### src/sv/cssp_pkg.sv
// Package for the CAN signal scale-and-pack block.
// Holds frame kind codes, register indexes and the constant reciprocal divider.
// No dependencies.
package cssp_pkg;

  // Frame kind carried by each transaction.
  typedef enum logic [1:0] {
    OP_VEHICLE = 2'd0,
    OP_THERMAL = 2'd1,
    OP_POWER   = 2'd2,
    OP_UNUSED  = 2'd3
  } opcode_t;

  // Configuration register indexes (word address = paddr[3:2]).
  typedef enum logic [1:0] {
    REG_VEHICLE_ID = 2'd0,
    REG_THERMAL_ID = 2'd1,
    REG_POWER_ID   = 2'd2,
    REG_NONE       = 2'd3
  } reg_idx_t;

  // Identifier reset values.
  localparam logic [10:0] VEHICLE_ID_RST = 11'h100;
  localparam logic [10:0] THERMAL_ID_RST = 11'h101;
  localparam logic [10:0] POWER_ID_RST   = 11'h102;

  // Reciprocal divide: floor(x / d) = (x * ceil(2^27 / d)) >> 27, exact for x < 2^20
  // because ceil(2^27/d)*d - 2^27 < d <= 2^7.
  localparam int unsigned RECIP_SHIFT = 27;
  localparam logic [23:0] RECIP_DIV10  = 24'd13421773;
  localparam logic [23:0] RECIP_DIV50  = 24'd2684355;
  localparam logic [23:0] RECIP_DIV100 = 24'd1342178;

  function automatic logic [15:0] recip_div(input logic [19:0] x, input logic [23:0] m);
    logic [43:0] prod;
    prod = {24'd0, x} * {20'd0, m};
    return prod[RECIP_SHIFT +: 16];
  endfunction

endpackage

### src/sv/can_signal_scale_and_pack.sv
// CAN signal scale-and-pack block: one request in, one frame (id + 8-byte payload) out.
// A request is taken every cycle (busy stays low); its frame appears on out_valid
// after passing through the input register, then through the scale, clamp and pack
// logic into the result register. The receiver cannot stall, and none is needed.
// Kind 3 yields frame id 0 with an all-zero payload. Depends on cssp_pkg.
module can_signal_scale_and_pack (
  input  logic        clk,
  input  logic        rst_n,
  // request channel
  input  logic        start,
  output logic        busy,
  input  logic [1:0]  in_opcode,
  input  logic signed [23:0] in_value_a,
  input  logic signed [23:0] in_value_b,
  // frame channel
  output logic        out_valid,
  output logic [10:0] out_frame_id,
  output logic [63:0] out_payload,
  // APB-style configuration port
  input  logic        psel,
  input  logic        penable,
  input  logic        pwrite,
  input  logic [3:0]  paddr,
  input  logic [31:0] pwdata,
  output logic [31:0] prdata,
  output logic        pready
);

  // Identifier registers
  logic [10:0] vehicle_id_r, thermal_id_r, power_id_r;
  logic        cfg_wr;
  cssp_pkg::reg_idx_t cfg_idx;

  assign pready  = 1'b1;
  assign cfg_wr  = psel & penable & pwrite & pready;
  assign cfg_idx = cssp_pkg::reg_idx_t'(paddr[3:2]);

  always_ff @(posedge clk) begin
    if (!rst_n) begin
      vehicle_id_r <= cssp_pkg::VEHICLE_ID_RST;
      thermal_id_r <= cssp_pkg::THERMAL_ID_RST;
      power_id_r   <= cssp_pkg::POWER_ID_RST;
    end else if (cfg_wr) begin
      unique case (cfg_idx)
        cssp_pkg::REG_VEHICLE_ID: vehicle_id_r <= pwdata[10:0];
        cssp_pkg::REG_THERMAL_ID: thermal_id_r <= pwdata[10:0];
        cssp_pkg::REG_POWER_ID:   power_id_r   <= pwdata[10:0];
        default: ;
      endcase
    end
  end

  // Register read-back
  always_comb begin
    unique case (cfg_idx)
      cssp_pkg::REG_VEHICLE_ID: prdata = {21'd0, vehicle_id_r};
      cssp_pkg::REG_THERMAL_ID: prdata = {21'd0, thermal_id_r};
      cssp_pkg::REG_POWER_ID:   prdata = {21'd0, power_id_r};
      default:                  prdata = 32'd0;
    endcase
  end

  // Input register
  logic               in_v_r;
  cssp_pkg::opcode_t  op_r;
  logic signed [23:0] a_r, b_r;

  assign busy = 1'b0;

  always_ff @(posedge clk) begin
    if (!rst_n) begin
      in_v_r <= 1'b0;
    end else begin
      in_v_r <= start & ~busy;
    end
  end

  always_ff @(posedge clk) begin
    if (start && !busy) begin
      op_r <= cssp_pkg::opcode_t'(in_opcode);
      a_r  <= in_value_a;
      b_r  <= in_value_b;
    end
  end

  // Signal scaling: clamp, then round half up inside the range
  logic signed [24:0] a_ext, b_ext, a_off, b_off;
  logic [15:0] speed_code, rpm_raw, cool_raw, fuel_code, batt_raw, amb_raw;
  logic [19:0] rpm_x, cool_x, fuel_x, amb_x;

  assign a_ext = {a_r[23], a_r};
  assign b_ext = {b_r[23], b_r};
  assign a_off = a_ext + 25'sd4000;
  assign b_off = b_ext + 25'sd4000;

  // In-range operands plus half the divisor; all stay below 2^20
  assign rpm_x  = b_ext[19:0] + 20'd50;
  assign cool_x = a_off[19:0] + 20'd5;
  assign fuel_x = b_ext[19:0] + 20'd25;
  assign amb_x  = b_off[19:0] + 20'd50;

  always_comb begin
    // speed: factor 1, 0..12000
    if (a_ext <= 25'sd0)          speed_code = 16'd0;
    else if (a_ext >= 25'sd12000) speed_code = 16'd12000;
    else                          speed_code = a_ext[15:0];
    // rpm: factor 1.00, 800..5000
    if (b_ext <= 25'sd80000)       rpm_raw = 16'd800;
    else if (b_ext >= 25'sd500000) rpm_raw = 16'd5000;
    else                           rpm_raw = cssp_pkg::recip_div(rpm_x, cssp_pkg::RECIP_DIV100);
    // coolant: factor 0.1, offset -40, 0..1600
    if (a_off <= 25'sd0)          cool_raw = 16'd0;
    else if (a_off >= 25'sd16000) cool_raw = 16'd1600;
    else                          cool_raw = cssp_pkg::recip_div(cool_x, cssp_pkg::RECIP_DIV10);
    // fuel: factor 0.5, 0..200
    if (b_ext <= 25'sd0)          fuel_code = 16'd0;
    else if (b_ext >= 25'sd10000) fuel_code = 16'd200;
    else                          fuel_code = cssp_pkg::recip_div(fuel_x, cssp_pkg::RECIP_DIV50);
    // battery: factor 0.01, 1100..1500
    if (a_ext <= 25'sd1100)       batt_raw = 16'd1100;
    else if (a_ext >= 25'sd1500)  batt_raw = 16'd1500;
    else                          batt_raw = a_ext[15:0];
    // ambient: factor 1, offset -40, 0..140
    if (b_off <= 25'sd0)          amb_raw = 16'd0;
    else if (b_off >= 25'sd14000) amb_raw = 16'd140;
    else                          amb_raw = cssp_pkg::recip_div(amb_x, cssp_pkg::RECIP_DIV100);
  end

  // Intel-order packing into a zeroed payload
  logic [10:0] id_nxt;
  logic [63:0] payload_nxt;

  always_comb begin
    id_nxt      = 11'd0;
    payload_nxt = 64'd0;
    unique case (op_r)
      cssp_pkg::OP_VEHICLE: begin
        id_nxt             = vehicle_id_r;
        payload_nxt[15:0]  = speed_code;
        payload_nxt[31:16] = rpm_raw;
      end
      cssp_pkg::OP_THERMAL: begin
        id_nxt             = thermal_id_r;
        payload_nxt[42:32] = cool_raw[10:0];
        payload_nxt[55:48] = fuel_code[7:0];
      end
      cssp_pkg::OP_POWER: begin
        id_nxt             = power_id_r;
        payload_nxt[11:0]  = batt_raw[11:0];
        payload_nxt[31:24] = amb_raw[7:0];
      end
      default: ;
    endcase
  end

  // Result register
  logic        out_valid_r;
  logic [10:0] out_frame_id_r;
  logic [63:0] out_payload_r;

  always_ff @(posedge clk) begin
    if (!rst_n) begin
      out_valid_r <= 1'b0;
    end else begin
      out_valid_r <= in_v_r;
    end
  end

  always_ff @(posedge clk) begin
    if (in_v_r) begin
      out_frame_id_r <= id_nxt;
      out_payload_r  <= payload_nxt;
    end
  end

  assign out_valid    = out_valid_r;
  assign out_frame_id = out_frame_id_r;
  assign out_payload  = out_payload_r;

endmodule

### config.mk
export PLATFORM = sky130hd
export DESIGN_NAME = can_signal_scale_and_pack
export DESIGN_NICKNAME = d
export VERILOG_FILES = /design/src/sv/cssp_pkg.sv /design/src/sv/can_signal_scale_and_pack.sv
export SDC_FILE = /design/constraint.sdc
export NUM_CORES = 2
export LEC_CHECK = 0
export BUFFER_PORTS_ARGS = -buffer_cell sky130_fd_sc_hd__buf_2
export CAP_MARGIN = 10
export CORE_UTILIZATION = 50
export CTS_BUF_LIST = sky130_fd_sc_hd__clkbuf_4 sky130_fd_sc_hd__clkbuf_8
export DETAILED_ROUTE_END_ITERATION = 6
export GPL_TIMING_DRIVEN = 0
export PLACE_DENSITY_LB_ADDON = 0.15
export SYNTH_ARGS = -nofsm -noshare
export SYNTH_HDL_FRONTEND = slang
export SYNTH_SLANG_ARGS = --single-unit
### constraint.sdc
create_clock -name clk -period 8.65 [get_ports clk]
set_input_delay 2.595 -clock clk [delete_from_list [all_inputs] [get_ports clk]]
set_output_delay 2.595 -clock clk [all_outputs]
set_load 0.02 [all_outputs]
==> Yosys cells after proc, flatten, opt, wreduce, memory -nomap -nowiden <==
Index checks and enable logic that the tools add are counted.
{ "totals": {"ff_bits": 147, "input_bits": 92, "out_inout_bits": 110, "wordCells": 76} }
{ "classes": {"add_sub_neg": 6, "multipliers": 4, "order_cmp": 12, "eq_ne": 4, "mux": 14, "n_bitwise": 4, "n_reduce_logical": 13} }
{ "ops": {"columns": ["op", "n"], "rows": [
  ["$pmux 11 s3", 2],
  ["$add 24x13->25 const B", 2],
  ["$ge 25x15->1 const B", 2],
  ["$le 25x1->1 const B", 2],
  ["$ge 24x15->1 const B", 2],
  ["$le 24x1->1 const B", 2],
  ["$mux 14", 3],
  ["$add 20x6->20 const B", 2],
  ["$mul 20x20->40 const B", 1],
  ["$mul 20x24->38 const B", 1],
  ["$mux 12", 3],
  ["$mul 20x22->35 const B", 1],
  ["$mul 20x20->34 const B", 1],
  ["$ge 24x12->1 const B", 1],
  ["$ge 24x20->1 const B", 1],
  ["$le 24x12->1 const B", 1],
  ["$le 24x18->1 const B", 1],
  ["$mux 8", 3],
  ["$pmux 12 s2", 1],
  ["$add 20x3->20 const B", 1],
  ["$add 20x5->20 const B", 1],
  ["$pmux 8 s2", 1],
  ["$reduce_or 3->1", 4],
  ["$mux 11", 1],
  ["other kinds (7)", 17]
]} }

==> Longest topological paths before layout <==
{ "logic_depth": {"ltp_word": 6, "ltp_mapped": 35, "depth_no_buf": 34} }

==> Least setup slack after synthesis <==
Ideal clock, no wire load.
{ "synth_path": {"path_type": "register to register", "start": "register b_r[6]", "end": "register out_payload_r[31], in the netlist out_payload[31], data pin", "setup_ns": 0.254, "arrival_time_ns": 7.838, "t_required_ns": 8.396, "slack_ns": 0.557, "stages_incl_launch_ff": 29, "n_path_buf": 1, "period_less_slack_ns": 8.093, "cell_sequence": "edfxtp_1 > buf_2 > a21oi_1 > xnor2_1 > nand2_1 > nor2_1 > nand2_1 > or4_4 > nor3b_2 > xnor2_1 > ha_1 > inv_1 > fa_1 > inv_1 > fa_1 > fa_1 > fa_1 > fa_1 > ha_1 > ha_1 > nand3_1 > nor4_1 > nand4_1 > o211ai_1 > a211oi_1 > a21oi_1 > a31oi_1 > xnor2_1 > o21a_1"} }
{ "synth_between": {"elab_chain_cells": 6, "word_cells_on_any_way": 8, "cone_classes": "add/sub (2); mul (1); order compare (2); mux (3)"} }
{ "synth_lines": {"columns": ["item", "line_no", "rtl"], "rows": [
  ["start, declared", "can_signal_scale_and_pack.sv:66", "logic signed [23:0] a_r, b_r;"],
  ["start signal, assigned", "can_signal_scale_and_pack.sv:82", "b_r <= in_value_b;"],
  ["$add 24x13->25 (*)", "can_signal_scale_and_pack.sv:94", "assign b_off = b_ext + 25'sd4000;"],
  ["$add 20x6->20", "can_signal_scale_and_pack.sv:100", "assign amb_x = b_off[19:0] + 20'd50;"],
  ["$mul 20x20->34", "cssp_pkg.sv:36", "prod = {24'd0, x} * {20'd0, m};"],
  ["$mux 8", "can_signal_scale_and_pack.sv:125", "else if (b_off >= 25'sd14000) amb_raw = 16'd140;"],
  ["$mux 8 (*)", "can_signal_scale_and_pack.sv:124", "if (b_off <= 25'sd0) amb_raw = 16'd0;"],
  ["$pmux 8 s2 (*)", "can_signal_scale_and_pack.sv:136", "unique case (op_r)"],
  ["net payload_nxt[31]", "can_signal_scale_and_pack.sv:131", "logic [63:0] payload_nxt;"],
  ["end signal, assigned", "can_signal_scale_and_pack.sv:172", "out_payload_r <= payload_nxt;"],
  ["end, declared", "can_signal_scale_and_pack.sv:159", "logic [63:0] out_payload_r;"]
]} }
Mark *: on every way through the listed nets, which the timed path passes. The rest lies on a longest branch.
A chain may end at the register's enable or synchronous reset.

==> Final worst setup path <==
Ends and elaborated chain as after synthesis.

==> results.md <==
- Critical Path End Type: flip-flop
- Fmax: approximately 0.12 GHz
- Clk buf depth: 2
- Util after Layout: 0.5630
- Setup tns final: 0 ns
- Final nets: 4,884
- FILL cells: 5,987
- CP arrival: between 8 and 9 ns
- WP data required: 8.94 ns
- Overall routing resource usage: 0.2478
- Worst slack, placed: -1.347 ns
- Detailed Route WL: 81,400 µm
- Largest net degree at the start of global routing: between 60 and 70
- Final Cycle Share: 0.9665
- Fin Clk Skew: 0.03414 ns
- Hold Vio Cnt, Final: 0
- Minimum clock period: 8.361 ns
- Clk slew on worst S/H paths: 0.11 ns
- Worst-skew pair later-pin latency: 0.54 ns
- Core area: 0.06622 mm²
- Slowest stage delay, CP: 0.59 ns
- CP max FO: 6
- Worst hold path type: reg -> reg
- CTS Buf Count: 17
- Startpoint types: flip-flop
- Count of flip-flops with a built-in enable after synthesis: between 100 and 150
- Max-cap violations: 0
- DR iter-0 viols: 1,459
- Final setup margin: around 0.29 ns
- Post-Synthesis Cell Area: 0.03364 mm²
- Routed WL per cell: 18.39 µm
- Synthesized instance count: ~3,300
- Most frequent cell after synthesis: inv_1
- Yosys reg bits: 147
- Routability cong.: 0.9163
- Die width: 261.4 µm
- Cell taking the most area after synthesis: fa_1
- Global-route wire length before repair: 128,800 µm
- Slew Limit Fails: 0
- Reg2reg end: out_payload[31]
- Area Growth Syn to Fin: 10.84%
- Critical Path Most Common Cell: fa_1
- Die Ht: about 260 µm
- Cell variety after synth: between 70 and 80
- Grt total ovfl: 0
- DRC: 14
- TritonCTS Sinks: 147
- CTS tree: yes
- Least-Margin Pin Slew: 1.206 ns
- Worst hold path depth: 2
- Seq/Total Area, Yosys: 0.1208
- CP max-delay cell: or4_4
- Async SR Flop Fraction: 0
- DP HPWL: between 60,000 and 70,000 µm
- Clock root buffer: clkbuf_8
- Syn Area/Cell: just over 10 µm²
- Final Instance Area: 0.03728 mm²
- # setup viols final: 0
- Site Rows: 94
- R2r startpoint: b_r[6]
- Cell count of the worst reg-to-reg path: 29
- Number of H-tree levels: 4
- Critical Path End: out_payload[31]
- Reg-to-reg setup timing slack: 0.29 ns
- Status: finished with violations
- Synth top area cells: fa_1 32%, ha_1 26%, edfxtp_1 10%
- Synth cell count leaders: 829 x inv_1, 708 x ha_1, 540 x fa_1, 138 x nand2_1, 112 x edfxtp_1
- Die area: 0.06831 mm²
- Layout cells sized above 1: 0.1133
- Post-synth top area share: 0.3214
- Top_reg_cell synth: edfxtp_1
- Vias per cell: 5.168
- Violated checks: design-rule violations
- Drt pass-1 iters: 7
- Setup CP Type: reg -> reg
- Post-DP Area: between 0.03 and 0.04 mm²
- IO buf count: around 140
- Initial antenna violation count: 5
- Post-DRT Antenna Nets: 0
- Overall via count from detail_route: 22,879
- Slew headroom: 0.1902
- IO Count: 202
- Vias in the first global route: 23,449
- Synth warnings: 0
- Critical path startpoint: b_r[6]
- Initial Util: 0.5080
## flip-flops by register name, summed over array words and instances (netlist names)
| register | flops |
|---|---|
| out_valid | 1 |
| op_r | 2 |
| out_payload | 51 |
| a_r | 24 |
| out_frame_id | 11 |
| b_r | 24 |
| power_id_r | 11 |
| thermal_id_r | 11 |
| vehicle_id_r | 11 |
| in_v_r | 1 |
## area by class of cell
| class | instances | area (µm²) | area share |
|---|---|---|---|
| clock inverters | 15 | 201.4 | 0.005403 |
| well taps | 864 | 1081 | 0.02900 |
| inverters | 829 | 3112 | 0.08347 |
| diodes | 6 | 15.01 | 0.0004027 |
| multi-input cells | 2274 | 26920 | 0.7220 |
| plain buffers | 83 | 505.5 | 0.01356 |
| flip-flops and latches | 147 | 4068 | 0.1091 |
| clock buffers | 17 | 234.0 | 0.006276 |
| repair buffers | 192 | 1149 | 0.03081 |
## routing by layer
metal	share of wire	track usage
met1	0.47	0.3608
met2	0.47	0.4049
met3	0.039	0.02371
met4	0.014	0.04393
met5	0	0
## through the flow
| stage | cells | hold WS [ns] |
|---|---|---|
| global route | 4426 | 0.5151 |
| detailed placement | 4346 | 0.4766 |
| CTS | 4387 | 0.4922 |
| global placement | 4340 | 0.4675 |
| finish | 4427 | 0.4918 |
| floorplan | 3335 | 0.4570 |
## worst min-delay path by stage
stage / start / endpoint / slack, ns
finish: power_id_r[1] / power_id_r[1] / 0.49
floorplan: power_id_r[0] / power_id_r[0] / 0.46
global route: power_id_r[9] / power_id_r[9] / 0.52
detailed placement: power_id_r[3] / power_id_r[3] / 0.48
global placement: power_id_r[0] / power_id_r[0] / 0.47
CTS: power_id_r[9] / power_id_r[9] / 0.49
## critical path: cells and delay by family, from the launching register on
family	cells	cell delay, ns
compound gates	9	1.72
xor+xnor	2	0.29
buf+inv	3	0.31
simple gates	6	1.44
flops	1	0.56
fa+ha+maj	9	3.79
## placed cells by master (no fill, tap or decap), drive strengths merged, types with 6 or more instances in the layout
master	n
a31oi	8
nor3	29
a211o	7
nor2	97
conb	38
nor2b	34
edfxtp	112
nor3b	8
and2	14
o31ai	7
nand2	139
inv	835
a211oi	18
nand3	46
clkinv	9
dfxtp	35
o211ai	7
nor4	13
a21boi	14
and3	17
xnor2	96
clkbuf	45
nand2b	10
diode	6
o21ai	76
buf	246
nand4	20
or3	7
and4	6
fa	540
mux2i	47
ha	708
xor2	54
a21o	32
o21a	20
or2	13
a21oi	79
## cells by family after synthesis
group	count (synthesis)	share of synthesized area
muxes	47	0.01399
AOI/OAI and AO/OA	320	0.06201
other	2	0.0002233
DFF	147	0.1208
buffers and inverters	914	0.1071
xor gates and xnor gates	151	0.04029
and+or+nand+nor	470	0.07086
adders and majority gates	1248	0.5848
## what timing repair did
item                       in CTS  in global routing
hold buffers                    0                  0
setup endpoints to repair      26                 28
resized for setup              47                 88
buffers inserted               10                 34
pin swaps                       8                 21
Power is left out: the tool's default activity adds up to more than one toggle a clock period on the data nets, which glitch-free logic cannot reach.
